==> src/hdl/cfv_pkg.sv <==
// Constants and types shared by the checkpoint frame validator.
package cfv_pkg;

    localparam int unsigned WORD_W      = 32;
    localparam int unsigned BYTE_W      = 8;
    localparam int unsigned CFG_IDX_W   = 1;

    localparam logic [WORD_W-1:0] SUM_SEED   = 32'h9E37_79B9;
    localparam logic [WORD_W-1:0] SUM_MULT   = 32'd16777619;
    localparam logic [WORD_W-1:0] SUM_INC    = 32'd1;
    localparam logic [WORD_W-1:0] HDR_BYTES  = 32'd12;
    localparam logic [WORD_W-1:0] MIN_BYTES  = 32'd16;
    localparam logic [WORD_W-1:0] FOOTER_LEN = 32'd4;
    localparam logic [WORD_W-1:0] COUNT_MAX  = 32'hFFFF_FFFF;

    // Byte positions of the last byte of each header word
    localparam logic [WORD_W-1:0] MAGIC_END   = 32'd3;
    localparam logic [WORD_W-1:0] VERSION_END = 32'd7;
    localparam logic [WORD_W-1:0] LENGTH_END  = 32'd11;

    localparam logic [CFG_IDX_W-1:0] REG_MAGIC   = 1'd0;
    localparam logic [CFG_IDX_W-1:0] REG_VERSION = 1'd1;

    typedef enum logic [2:0] {
        ST_OK        = 3'd0,
        ST_SHORT     = 3'd1,
        ST_BAD_MAGIC = 3'd2,
        ST_BAD_VER   = 3'd3,
        ST_BAD_LEN   = 3'd4,
        ST_BAD_SUM   = 3'd5
    } status_t;

    // One checksum step: (sum + byte) * mult + 1, modulo 2^32
    function automatic logic [WORD_W-1:0] sum_step(
        input logic [WORD_W-1:0] sum,
        input logic [BYTE_W-1:0] b
    );
        logic [WORD_W-1:0] acc;
        logic [2*WORD_W-1:0] prod;
        acc  = sum + {{(WORD_W-BYTE_W){1'b0}}, b};
        prod = acc * SUM_MULT;
        return prod[WORD_W-1:0] + SUM_INC;
    endfunction

endpackage

==> src/hdl/checkpoint_frame_validator_unit.sv <==
// Top level of the checkpoint frame validator: byte intake, frame checks and status output.
//
// Usage:
//   The input channel (in_valid, in_stall, data_byte, last_byte) carries one file byte per
//   item; last_byte marks the final byte of a file. The output channel (out_valid,
//   out_stall, status, body_length) carries one status item per file.
//   Configuration (cfg_wen, cfg_index, cfg_data) sets the expected magic (index 0) and
//   version (index 1) words; write them only while no file is in flight.
//   Throughput: one byte per cycle while in_stall is low. The byte stage updates the
//   header shifter, the checksum (one constant multiply-add) and the footer shifter in
//   the cycle it accepts a byte. On the last byte the frame totals move to a check stage
//   and the frame state clears, so the next file can start in the following cycle.
//   Output: the status item is formed from the check stage and held in the output register.
//   Stall: while the receiver stalls, the status waits in the output register; one
//   more finished frame may wait in the check stage, and in_stall rises only when
//   both are full.
//   Reset: clears the frame state, the configuration registers and both output stages.
module checkpoint_frame_validator_unit
(
    input  logic                          clk,
    input  logic                          rst_n,
    input  logic                          in_valid,
    output logic                          in_stall,
    input  logic [cfv_pkg::BYTE_W-1:0]    data_byte,
    input  logic                          last_byte,
    input  logic                          cfg_wen,
    input  logic [cfv_pkg::CFG_IDX_W-1:0] cfg_index,
    input  logic [cfv_pkg::WORD_W-1:0]    cfg_data,
    output logic                          out_valid,
    input  logic                          out_stall,
    output logic [2:0]                    status,
    output logic [cfv_pkg::WORD_W-1:0]    body_length
);
    import cfv_pkg::*;

    // Configuration
    logic [WORD_W-1:0] magic_cfg_reg;
    logic [WORD_W-1:0] version_cfg_reg;

    // Frame state
    logic [WORD_W-1:0] count_reg,  count_next;
    logic [WORD_W-1:0] shift_reg,  shift_next;
    logic              magic_reg,  magic_next;
    logic              ver_reg,    ver_next;
    logic [WORD_W-1:0] decl_reg,   decl_next;
    logic [WORD_W-1:0] sum_reg,    sum_next;
    logic [WORD_W-1:0] footer_reg, footer_next;

    // Check stage
    logic              eval_valid_reg;
    logic [WORD_W-1:0] eval_count_reg;
    logic              eval_magic_reg;
    logic              eval_ver_reg;
    logic [WORD_W-1:0] eval_decl_reg;
    logic [WORD_W-1:0] eval_sum_reg;
    logic [WORD_W-1:0] eval_footer_reg;

    // Output stage
    logic              out_valid_reg;
    status_t           status_reg, status_next;
    logic [WORD_W-1:0] length_reg;

    logic              accept;
    logic              frame_end;
    logic              eval_adv;
    logic [WORD_W-1:0] body_off;

    assign eval_adv  = !out_valid_reg || !out_stall;
    assign in_stall  = eval_valid_reg && !eval_adv;
    assign accept    = in_valid && !in_stall;
    assign frame_end = accept && last_byte;
    assign body_off  = count_reg - HDR_BYTES;

    always_ff @(posedge clk or negedge rst_n)
    begin
        if (!rst_n)
        begin
            magic_cfg_reg   <= '0;
            version_cfg_reg <= '0;
        end
        else if (cfg_wen)
        begin
            case (cfg_index)
                REG_MAGIC:   magic_cfg_reg   <= cfg_data;
                REG_VERSION: version_cfg_reg <= cfg_data;
                default:     ;
            endcase
        end
    end

    always_comb
    begin
        count_next  = count_reg;
        shift_next  = shift_reg;
        magic_next  = magic_reg;
        ver_next    = ver_reg;
        decl_next   = decl_reg;
        sum_next    = sum_reg;
        footer_next = footer_reg;
        // a saturated counter drops the byte
        if (accept && (count_reg != COUNT_MAX))
        begin
            count_next = count_reg + 32'd1;
            if (count_reg < HDR_BYTES)
            begin
                shift_next = {data_byte, shift_reg[WORD_W-1:BYTE_W]};
                if (count_reg == MAGIC_END)
                    magic_next = (shift_next == magic_cfg_reg);
                else if (count_reg == VERSION_END)
                    ver_next = (shift_next == version_cfg_reg);
                else if (count_reg == LENGTH_END)
                    decl_next = shift_next;
            end
            else if (body_off < decl_reg)
                sum_next = sum_step(sum_reg, data_byte);
            else if ((body_off - decl_reg) < FOOTER_LEN)
                footer_next = {data_byte, footer_reg[WORD_W-1:BYTE_W]};
        end
    end

    always_ff @(posedge clk or negedge rst_n)
    begin
        if (!rst_n)
        begin
            count_reg  <= '0;
            shift_reg  <= '0;
            magic_reg  <= 1'b0;
            ver_reg    <= 1'b0;
            decl_reg   <= '0;
            sum_reg    <= SUM_SEED;
            footer_reg <= '0;
        end
        else if (frame_end)
        begin
            count_reg  <= '0;
            shift_reg  <= '0;
            magic_reg  <= 1'b0;
            ver_reg    <= 1'b0;
            decl_reg   <= '0;
            sum_reg    <= SUM_SEED;
            footer_reg <= '0;
        end
        else
        begin
            count_reg  <= count_next;
            shift_reg  <= shift_next;
            magic_reg  <= magic_next;
            ver_reg    <= ver_next;
            decl_reg   <= decl_next;
            sum_reg    <= sum_next;
            footer_reg <= footer_next;
        end
    end

    // Snapshot the finished frame into the check stage
    always_ff @(posedge clk or negedge rst_n)
    begin
        if (!rst_n)
            eval_valid_reg <= 1'b0;
        else if (frame_end)
            eval_valid_reg <= 1'b1;
        else if (eval_adv)
            eval_valid_reg <= 1'b0;
    end

    always_ff @(posedge clk)
    begin
        if (frame_end)
        begin
            eval_count_reg  <= count_next;
            eval_magic_reg  <= magic_next;
            eval_ver_reg    <= ver_next;
            eval_decl_reg   <= decl_next;
            eval_sum_reg    <= sum_next;
            eval_footer_reg <= footer_next;
        end
    end

    always_comb
    begin
        if (eval_count_reg < MIN_BYTES)
            status_next = ST_SHORT;
        else if (!eval_magic_reg)
            status_next = ST_BAD_MAGIC;
        else if (!eval_ver_reg)
            status_next = ST_BAD_VER;
        else if (({1'b0, eval_decl_reg} + {1'b0, MIN_BYTES}) > {1'b0, eval_count_reg})
            status_next = ST_BAD_LEN;
        else if (eval_sum_reg != eval_footer_reg)
            status_next = ST_BAD_SUM;
        else
            status_next = ST_OK;
    end

    always_ff @(posedge clk or negedge rst_n)
    begin
        if (!rst_n)
            out_valid_reg <= 1'b0;
        else if (eval_valid_reg && eval_adv)
            out_valid_reg <= 1'b1;
        else if (!out_stall)
            out_valid_reg <= 1'b0;
    end

    always_ff @(posedge clk)
    begin
        if (eval_valid_reg && eval_adv)
        begin
            status_reg <= status_next;
            length_reg <= eval_decl_reg;
        end
    end

    assign out_valid   = out_valid_reg;
    assign status      = status_reg;
    assign body_length = length_reg;

`ifndef ASSERT_OFF
    a_frame_clears: assert property (@(posedge clk) disable iff (!rst_n)
        frame_end |=> (count_reg == '0) && (sum_reg == SUM_SEED) && !magic_reg)
        else $error("frame state not cleared after last byte");

    a_frame_to_check: assert property (@(posedge clk) disable iff (!rst_n)
        frame_end |=> eval_valid_reg)
        else $error("finished frame did not reach check stage");

    a_check_held: assert property (@(posedge clk) disable iff (!rst_n)
        (eval_valid_reg && !eval_adv) |=> eval_valid_reg && $stable(eval_decl_reg))
        else $error("waiting frame dropped from check stage");

    a_stall_only_full: assert property (@(posedge clk) disable iff (!rst_n)
        in_stall |-> eval_valid_reg && out_valid_reg)
        else $error("input stalled with free output space");
`endif

endmodule
==> config.mk <==
export PLATFORM = sky130hd
export DESIGN_NAME = checkpoint_frame_validator_unit
export DESIGN_NICKNAME = d
export VERILOG_FILES = /design/src/hdl/cfv_pkg.sv /design/src/hdl/checkpoint_frame_validator_unit.sv
export SDC_FILE = /design/constraint.sdc
export NUM_CORES = 1
export LEC_CHECK = 0
export BUFFER_PORTS_ARGS = -buffer_cell sky130_fd_sc_hd__buf_4
export CORE_MARGIN = 3
export CORE_UTILIZATION = 64
export CTS_CLUSTER_SIZE = 14
export DETAILED_ROUTE_END_ITERATION = 8
export GPL_TIMING_DRIVEN = 0
export PLACE_DENSITY = 0.86
export SLEW_MARGIN = 5
export SYNTH_ARGS = -nofsm -noshare
export SYNTH_HDL_FRONTEND = slang
export SYNTH_SLANG_ARGS = --single-unit
==> constraint.sdc <==
create_clock -name clk -period 10.3 [get_ports clk]
set_input_delay 1.545 -clock clk [delete_from_list [all_inputs] [get_ports clk]]
set_output_delay 1.545 -clock clk [all_outputs]
set_load 0.1 [all_outputs]
==> flow_metrics.env, run 1 <==
export IMPL_status="finished, final reports clean"
export IMPL_p_leak_nw=12.9
export IMPL_clk_pin_slew_ns=0.07
export IMPL_avgSynthCellArea_um2=10.8
export IMPL_antennaDiodeCount=0
export IMPL_grt_pass1_wl_um=104000
export IMPL_critical_path_slowest_cell="or4b_2"
export IMPL_io_pins=84
export IMPL_worst_slew_pin_slew_ns=1.28
export IMPL_vias=18800
export IMPL_antenna_left=0
export IMPL_synth_yosys_warnings=0
export IMPL_clock_skew_ns=0.0277
export IMPL_maxSlewViolCount=0
export IMPL_maxCapViolations=0
export IMPL_final_cells=3109
export IMPL_post_place_ws_ns=0.328
export IMPL_syn_nets=2800
export IMPL_fill_cells=2756
export IMPL_final_cell_mix="281 x inv_1, 255 x ha_1, 200 x dfrtp_1"
export IMPL_cts_tree="done"
export IMPL_synth_area_top_cells="dfrtp_1 19%, edfxtp_1 19%, ha_1 12%"
export IMPL_place_area_mm2=0.0276
export IMPL_setup_viol=0
export IMPL_tns_ns=0
export IMPL_hold_buffers=0
export IMPL_cts_buffers=39
export IMPL_required_ns=10.61
export IMPL_cp_start_kind="input pin"
export IMPL_wire_per_inst_um=21.4
export IMPL_period_needed_ns=9.54
export IMPL_max_freq_mhz=105
export IMPL_drc=0
export IMPL_antenna_found_initial=2
export IMPL_layout_drive_gt1_share_pct=14.0
export IMPL_die_area_mm2=0.0433
export IMPL_dr_pass1_iters=7
export IMPL_gp_congestion=0.954
export IMPL_syn_to_final_growth_pct=10.6
export IMPL_worstPathArrival_ns=9.85
export IMPL_clock_path_buffers=3
export IMPL_placed_cells=3037
export IMPL_die_h_um=208
export IMPL_die_w_um=208
export IMPL_path_class="input pin to flip-flop"
export IMPL_seq_area_frac_synth_pct=40.1
export IMPL_synth_ff_type="dfrtp_1"
export IMPL_synth_edf_count=165
export IMPL_slowest_delay_ns=0.69
export IMPL_wl_um=66600
export IMPL_p_total_w=0.00500
export IMPL_fin_ws_ns=0.762
export IMPL_via_per_inst=6.05
export IMPL_post_cts_resized=0
export IMPL_path_max_fanout=8
export IMPL_final_common_cell="inv_1"
export IMPL_synth_top_area_cell="dfrtp_1"
export IMPL_dp_hpwl_um=50900
export IMPL_ys_async_sr_fraction_pct=57.1
export IMPL_overflow=0
export IMPL_num_rows=73
export IMPL_synth_top_area_share_pct=19.2
export IMPL_syn_area_mm2=0.0261
export IMPL_slew_limit_headroom_pct=14.2
export IMPL_clk_latency_ns=0.56
export IMPL_first_iter_violations=1731
export IMPL_core_mm2=0.0400
export IMPL_cpMostUsedCell="ha_1"
export IMPL_cts_setup_buffers=0
export IMPL_fin_nets=2930
export IMPL_synth_cell_type_count=78
export IMPL_rsz0062_at_grt="false"
export IMPL_htree_levels=2
export IMPL_power_per_cell_area_mw_per_mm2=173
export IMPL_initial_core_util_pct=65.3
export IMPL_grt_usage_pct=30.4
export IMPL_clock_sinks=385
export IMPL_peakVddDrop_v=0.000225
export IMPL_syn_inst=2423
export IMPL_ys_ff_latch=385
export IMPL_cts_root_buf="clkbuf_16"
export IMPL_r2r_slack_ns=1.44
export IMPL_io_buffers=83
export IMPL_design_area_mm2=0.0289
export IMPL_grt_start_max_net_pins=93
export IMPL_end_kind="flip-flop"
export IMPL_hp_class="flip-flop to flip-flop"
export IMPL_first_global_vias=18900
export IMPL_timing_hold_violations_final=0
export IMPL_fin_crit_sh_pct=92.6
[area by class of cell]
cell class                 count  area [µm²]  share of cell area (%)
timing repair buffer          89         768                    2.66
multi-input combinational   1694       14300                    49.6
tap                          525         657                    2.27
clock buffer                  50        1070                    3.70
clock inverter                22         258                   0.892
sequential                   385       10500                    36.3
buffer                        63         283                   0.979
inverter                     281        1050                    3.65
[worst paths after layout]
check / startpoint / to / depth (start not counted)
setup / recovery: data_byte[0] / eval_sum_reg[31] / 29
hold / removal: eval_decl_reg[3] / body_length[3] / 0
setup reg to reg: sum_reg[0] / eval_sum_reg[31] / 28
hold reg to reg: eval_decl_reg[3] / body_length[3] / 0
max in group asynchronous: rst_n / sum_reg[11] / 2
min in group asynchronous: rst_n / count_reg[0] / 1
[kinds of logic (layout without fill, tap and decap cells)]
kind of cell / count (synthesis) / in the layout / synth area share [%]
buffers and inverters: 344 / 505 / 5.10
AOI/OAI and AO/OA: 247 / 247 / 6.27
and+or+nand+nor: 639 / 639 / 12.6
xor gates and xnor gates: 265 / 265 / 8.94
adders and majority gates: 330 / 330 / 18.0
DFF: 385 / 385 / 40.1
muxes: 213 / 213 / 8.97
[power breakdown]
group	switching [W]	internal, W	leakage (nW)
combinational	0.00103	0.000719	7.85
clock	0.000618	0.000865	0.647
sequential	0.0000859	0.00169	4.37
[critical path, delay by kind of cell]
| family | cells | cell delay, ns |
|---|---|---|
| adders and majority gates | 9 | 3.31 |
| AOI/OAI and AO/OA | 6 | 1.83 |
| and+or+nand+nor | 6 | 1.79 |
| buffers and inverters | 5 | 0.55 |
| xor gates and xnor gates | 2 | 0.50 |
| muxes | 1 | 0.30 |
[metrics by stage]
step	utilization (%)	hold slack, ns
after floorplan	-	0.426
after global placement	68.5	0.433
after detailed placement	68.9	0.445
after CTS	72.2	0.459
after global routing	72.2	0.475
final	72.2	0.459
[cells in the mapped netlist (6+ instances only)]
library cell and number:
dfrtp_1 200, nor2b_1 13, o21a_1 10, a21boi_0 6
xor2_1 82, o21ai_0 59, and4_1 8, fa_1 75
nand2_1 142, nor2_1 114, buf_1 9, ha_1 255
nand2b_1 27, inv_1 281, or4_1 6, mux2i_1 62
mux2_2 141, a21o_1 22, o21bai_1 6, or3_1 9
nor3_1 37, o211ai_1 8, and3_1 21, a211oi_1 12
a21oi_1 56, a31oi_1 13, dfstp_2 20, mux2_4 6
nor4_1 30, and2_1 90, nand3_1 66, edfxtp_1 165
nand4_1 50, xnor2_1 182, buf_2 13, nand3b_1 7
clkbuf_1 37
[metal layers]
metal	wire length, µm	global-route usage, %
met1	28800	43.5
met2	30600	48.5
met3	4890	4.16
met4	2260	9.72
met5	0	0
No activity file was read; power rests on OpenSTA's default activity.
==> run 2, diff against run 1 <==
--- a/config.mk
+++ b/config.mk
@@ -5,7 +5,7 @@
 export SDC_FILE = /design/constraint.sdc
 export NUM_CORES = 1
 export LEC_CHECK = 0
-export BUFFER_PORTS_ARGS = -buffer_cell sky130_fd_sc_hd__buf_4
+export BUFFER_PORTS_ARGS = -buffer_cell sky130_fd_sc_hd__buf_2
 export CORE_MARGIN = 3
 export CORE_UTILIZATION = 64
 export CTS_CLUSTER_SIZE = 14
==> flow_metrics.env, run 2 (synthesis results as in run 1) <==
export IMPL_peakVddDrop_v=0.000246
export IMPL_hp_class="flip-flop to flip-flop"
export IMPL_grt_start_max_net_pins=96
export IMPL_die_w_um=208
export IMPL_routed_wl_met3_um=5400
export IMPL_end_kind="flip-flop"
export IMPL_vias=18900
export IMPL_clk_pin_slew_ns=0.06
export IMPL_timing_rr_start="sum_reg[0]"
export IMPL_power_per_cell_area_mw_per_mm2=174
export IMPL_tns_ns=0
export IMPL_first_global_vias=19200
export IMPL_maxCapViolations=0
export IMPL_required_ns=10.59
export IMPL_max_freq_mhz=104
export IMPL_fin_nets=2929
export IMPL_core_mm2=0.0400
export IMPL_wl_um=66400
export IMPL_slowest_delay_ns=0.67
export IMPL_first_iter_violations=2109
export IMPL_worst_slew_pin_slew_ns=1.25
export IMPL_post_place_ws_ns=0.237
export IMPL_cts_tree="done"
export IMPL_period_needed_ns=9.60
export IMPL_io_pins=84
export IMPL_final_common_cell="inv_1"
export IMPL_dr_pass1_iters=6
export IMPL_htree_levels=2
export IMPL_die_area_mm2=0.0433
export IMPL_clock_path_buffers=3
export IMPL_grt_usage_pct=30.8
export IMPL_min_from="eval_decl_reg[2]"
export IMPL_maxSlewViolCount=0
export IMPL_place_area_mm2=0.0274
export IMPL_clock_sinks=385
export IMPL_path_max_fanout=7
export IMPL_io_buffers=83
export IMPL_wl_met2_um=30600
export IMPL_antennaDiodeCount=0
export IMPL_dr_max_layer_used="met5"
export IMPL_antenna_left=0
export IMPL_grt_pass1_wl_um=106000
export IMPL_cts_root_buf="clkbuf_16"
export IMPL_fin_ws_ns=0.698
export IMPL_r2r_slack_ns=1.51
export IMPL_overflow=0
export IMPL_hold_buffers=0
export IMPL_clock_skew_ns=0.0329
export IMPL_cpMostUsedCell="ha_1"
export IMPL_design_area_mm2=0.0287
export IMPL_setup_viol=0
export IMPL_slew_limit_headroom_pct=15.8
export IMPL_num_rows=73
export IMPL_dp_hpwl_um=50800
export IMPL_timing_hold_violations_final=0
export IMPL_p_leak_nw=12.8
export IMPL_antenna_found_initial=1
export IMPL_die_h_um=208
export IMPL_via_per_inst=6.08
export IMPL_p_total_w=0.00498
export IMPL_layout_drive_gt1_share_pct=13.8
export IMPL_final_cell_mix="281 x inv_1, 255 x ha_1, 200 x dfrtp_1"
export IMPL_status="finished, final reports clean"
export IMPL_worstPathArrival_ns=9.89
export IMPL_cp_start_kind="input pin"
export IMPL_initial_core_util_pct=65.3
export IMPL_gp_congestion=0.967
export IMPL_cts_buffers=38
export IMPL_syn_to_final_growth_pct=9.69
export IMPL_fin_util_pct=71.6
export IMPL_wire_per_inst_um=21.4
export IMPL_critical_path_slowest_cell="or4b_2"
export IMPL_clk_latency_ns=0.55
export IMPL_path_class="input pin to flip-flop"
export IMPL_fin_crit_sh_pct=93.2
export IMPL_startpoint="data_byte[0]"
export IMPL_drc=0
export IMPL_drt_met1_wl_um=28500
export IMPL_rsz0062_at_grt="false"
==> run 2: cell count changes in the layout (fill, tap and decap cells not counted), sizes merged <==
cell	change
clkbuf	+2
bufinv	+1
clkinv	-5
inv	-1
clkinvlp	-1
==> run 2: cell type report <==
type / count / area [µm²]
Buffer: 63 / 283
Fill cell: 2724 / 11300
Timing Repair Buffer: 89 / 563
Clock buffer: 52 / 1050
Tap cell: 525 / 657
Inverter: 281 / 1050
Multi-Input combinational cell: 1694 / 14300
Sequential cell: 385 / 10500
Clock inverter: 16 / 240
==> run 2: worst paths after layout <==
kind,end,cells past startpoint
max in group asynchronous,sum_reg[5],2
min in group asynchronous,count_reg[2],1
min reg2reg,body_length[2],0
max,eval_sum_reg[31],27
max reg2reg,eval_sum_reg[31],26
min,body_length[2],0
==> run 2: timing repair <==
action / CTS / global route
endpoints found under the setup margin: 0 / 1
resized for setup: 0 / 1
setup buffers: 0 / 0
==> run 2: metrics by stage <==
stage                     cells  hold slack [ns]
after detailed placement   3037            0.443
after global routing       3105            0.468
final                      3105            0.458
after global placement     3031            0.430
after CTS                  3105            0.458
after floorplan            2423            0.426
==> run 2: critical path: cells and delay by family <==
kind	cells	cell delay, ns
multiplexers	1	0.29
AND/OR/NAND/NOR	4	1.17
buffers and inverters	4	0.43
XOR/XNOR	2	0.84
AO/OA/AOI/OAI	6	1.88
adder cells (fa/ha/maj)	10	3.70
==> run 2: power by group <==
part           leakage (nW)  switching (W)  internal (W)  total (W)
Sequential             4.37      0.0000863       0.00169    0.00177
Clock                 0.629       0.000589      0.000869    0.00146
Combinational          7.78        0.00104      0.000709    0.00175
Total                  12.8        0.00171       0.00326    0.00498
==> run 2: layer usage <==
metal | global-route usage [%] | up-vias
met5 | 0 | -
met4 | 8.49 | 2
met3 | 5.62 | 141
met2 | 48.9 | 805
met1 | 44.0 | 9278
li1 | - | 8648
==> run 3, diff against run 2 <==
==> constraint.sdc (replaced) <==
create_clock -name clk -period 10.3 [get_ports clk]
set_input_delay 1.03 -clock clk [delete_from_list [all_inputs] [get_ports clk]]
set_output_delay 1.03 -clock clk [all_outputs]
set_load 0.1 [all_outputs]
==> flow_metrics.env, run 3 (synthesis results as in run 1) <==
export IMPL_core_mm2=0.0400
export IMPL_r2r_end="eval_sum_reg[31]"
export IMPL_final_common_cell="inv_1"
export IMPL_initial_core_util_pct=65.3
export IMPL_dp_hpwl_um=50800
export IMPL_hp_class="input pin to async pin"
export IMPL_syn_to_final_growth_pct=9.68
export IMPL_cts_tree="done"
export IMPL_maxCapViolations=0
export IMPL_die_w_um=208
export IMPL_register_area_mm2=0.0105
export IMPL_io_pins=84
export IMPL_wire_per_inst_um=21.4
export IMPL_fill_cells=2723
export IMPL_required_ns=10.59
export IMPL_hold_buffers=0
export IMPL_post_cts_resized=0
export IMPL_period_needed_ns=9.20
export IMPL_antenna_found_initial=1
export IMPL_fin_util_pct=71.6
export IMPL_maxSlewViolCount=0
export IMPL_combPwrFrac_pct=35.1
export IMPL_setup_viol=0
export IMPL_internal_power_w=0.00326
export IMPL_fin_nets=2929
export IMPL_final_cells=3105
export IMPL_fin_crit_sh_pct=89.3
export IMPL_end_kind="flip-flop"
export IMPL_critPathBufInv=5
export IMPL_first_global_vias=19200
export IMPL_die_area_mm2=0.0433
export IMPL_seqPwrFrac_pct=35.6
export IMPL_htree_levels=2
export IMPL_clock_path_buffers=3
export IMPL_rsz0062_at_grt="false"
export IMPL_worstPathArrival_ns=9.48
export IMPL_grt_pass1_wl_um=106000
export IMPL_clk_pin_slew_ns=0.06
export IMPL_placed_cells=3037
export IMPL_slowest_delay_ns=0.67
export IMPL_critical_path_top_delay_family="adder cells"
export IMPL_p_leak_nw=12.8
export IMPL_cp_start_kind="input pin"
export IMPL_clock_skew_ns=0.0332
export IMPL_p_clk_share_pct=29.3
export IMPL_timing_hold_violations_final=0
export IMPL_clock_sinks=385
export IMPL_antenna_left=0
export IMPL_overflow=0
export IMPL_p_sw_share_pct=34.4
export IMPL_vias=18900
export IMPL_max_freq_mhz=109
export IMPL_num_rows=73
export IMPL_cts_root_buf="clkbuf_16"
export IMPL_tns_ns=0
export IMPL_cts_setup_buffers=0
export IMPL_status="finished, final reports clean"
export IMPL_fin_hold_ws_ns=0.389
export IMPL_first_iter_violations=2094
export IMPL_slew_limit_headroom_pct=15.8
export IMPL_gp_congestion=0.967
export IMPL_io_buffers=83
export IMPL_via_per_inst=6.07
export IMPL_drc=0
export IMPL_r2r_slack_ns=1.40
export IMPL_path_class="input pin to flip-flop"
export IMPL_p_switching_w=0.00171
export IMPL_critical_path_slowest_cell="or4b_2"
export IMPL_path_max_fanout=8
export IMPL_layout_drive_gt1_share_pct=13.8
export IMPL_peakVddDrop_v=0.000245
export IMPL_startpoint="data_byte[0]"
export IMPL_power_per_cell_area_mw_per_mm2=174
export IMPL_grt_start_max_net_pins=96
export IMPL_grt_usage_pct=30.8
export IMPL_timing_rr_start="sum_reg[0]"
export IMPL_p_total_w=0.00498
export IMPL_worst_slew_pin_slew_ns=1.25
export IMPL_die_h_um=208
export IMPL_clk_latency_ns=0.55
export IMPL_wl_um=66400
export IMPL_cts_buffers=38
export IMPL_antennaDiodeCount=0
export IMPL_worstRegToRegCells=28
export IMPL_final_cell_mix="281 x inv_1, 255 x ha_1, 200 x dfrtp_1"
export IMPL_multi_input_area_mm2=0.0143
export IMPL_dr_pass1_iters=8
## run 3: worst max-delay path by stage
stage	to	slack, ns	cells past startpoint
finish	eval_sum_reg[31]	1.10	29
global placement	eval_sum_reg[31]	0.79	23
floorplan	eval_sum_reg[31]	2.33	28
CTS	eval_sum_reg[31]	1.26	29
detailed placement	eval_sum_reg[31]	0.75	29
global route	eval_sum_reg[31]	0.48	29
## run 3: area by class of cell
cell class,count,area share (%)
clock inverters,16,0.838
repair buffers,89,1.96
flip-flops and latches,385,36.6
clock buffers,52,3.68
inverters,281,3.68
well taps,525,2.29
plain buffers,63,0.987
multi-input cells,1694,50.0
## run 3: power groups by stage
stage | Combinational (W) | Sequential, W | Clock, W
finish | 0.00175 | 0.00177 | 0.00146
global route | 0.00196 | 0.00178 | 0.00154
CTS | 0.00173 | 0.00177 | 0.00146
detailed placement | 0.00172 | 0.00180 | 0
global placement | 0.00166 | 0.00180 | 0
floorplan | 0.00126 | 0.00183 | 0
## run 3: layer usage
layer | global-route usage, % | up-vias | part of all wire [%]
li1 | - | 8655 | -
met1 | 44.0 | 9246 | 43
met2 | 48.9 | 806 | 46
met3 | 5.62 | 149 | 8.5
met4 | 8.49 | 2 | 2.8
met5 | 0 | - | 0.041
## run 3: per-stage QoR
stage / worst slack, ns / cell area [µm²]
2_1_floorplan: 2.33 / 26100
3_3_place_gp: 0.792 / 27200
3_5_place_dp: 0.752 / 27400
4_1_cts: 1.26 / 28700
5_1_grt: 0.481 / 28700
6_report: 1.10 / 28700
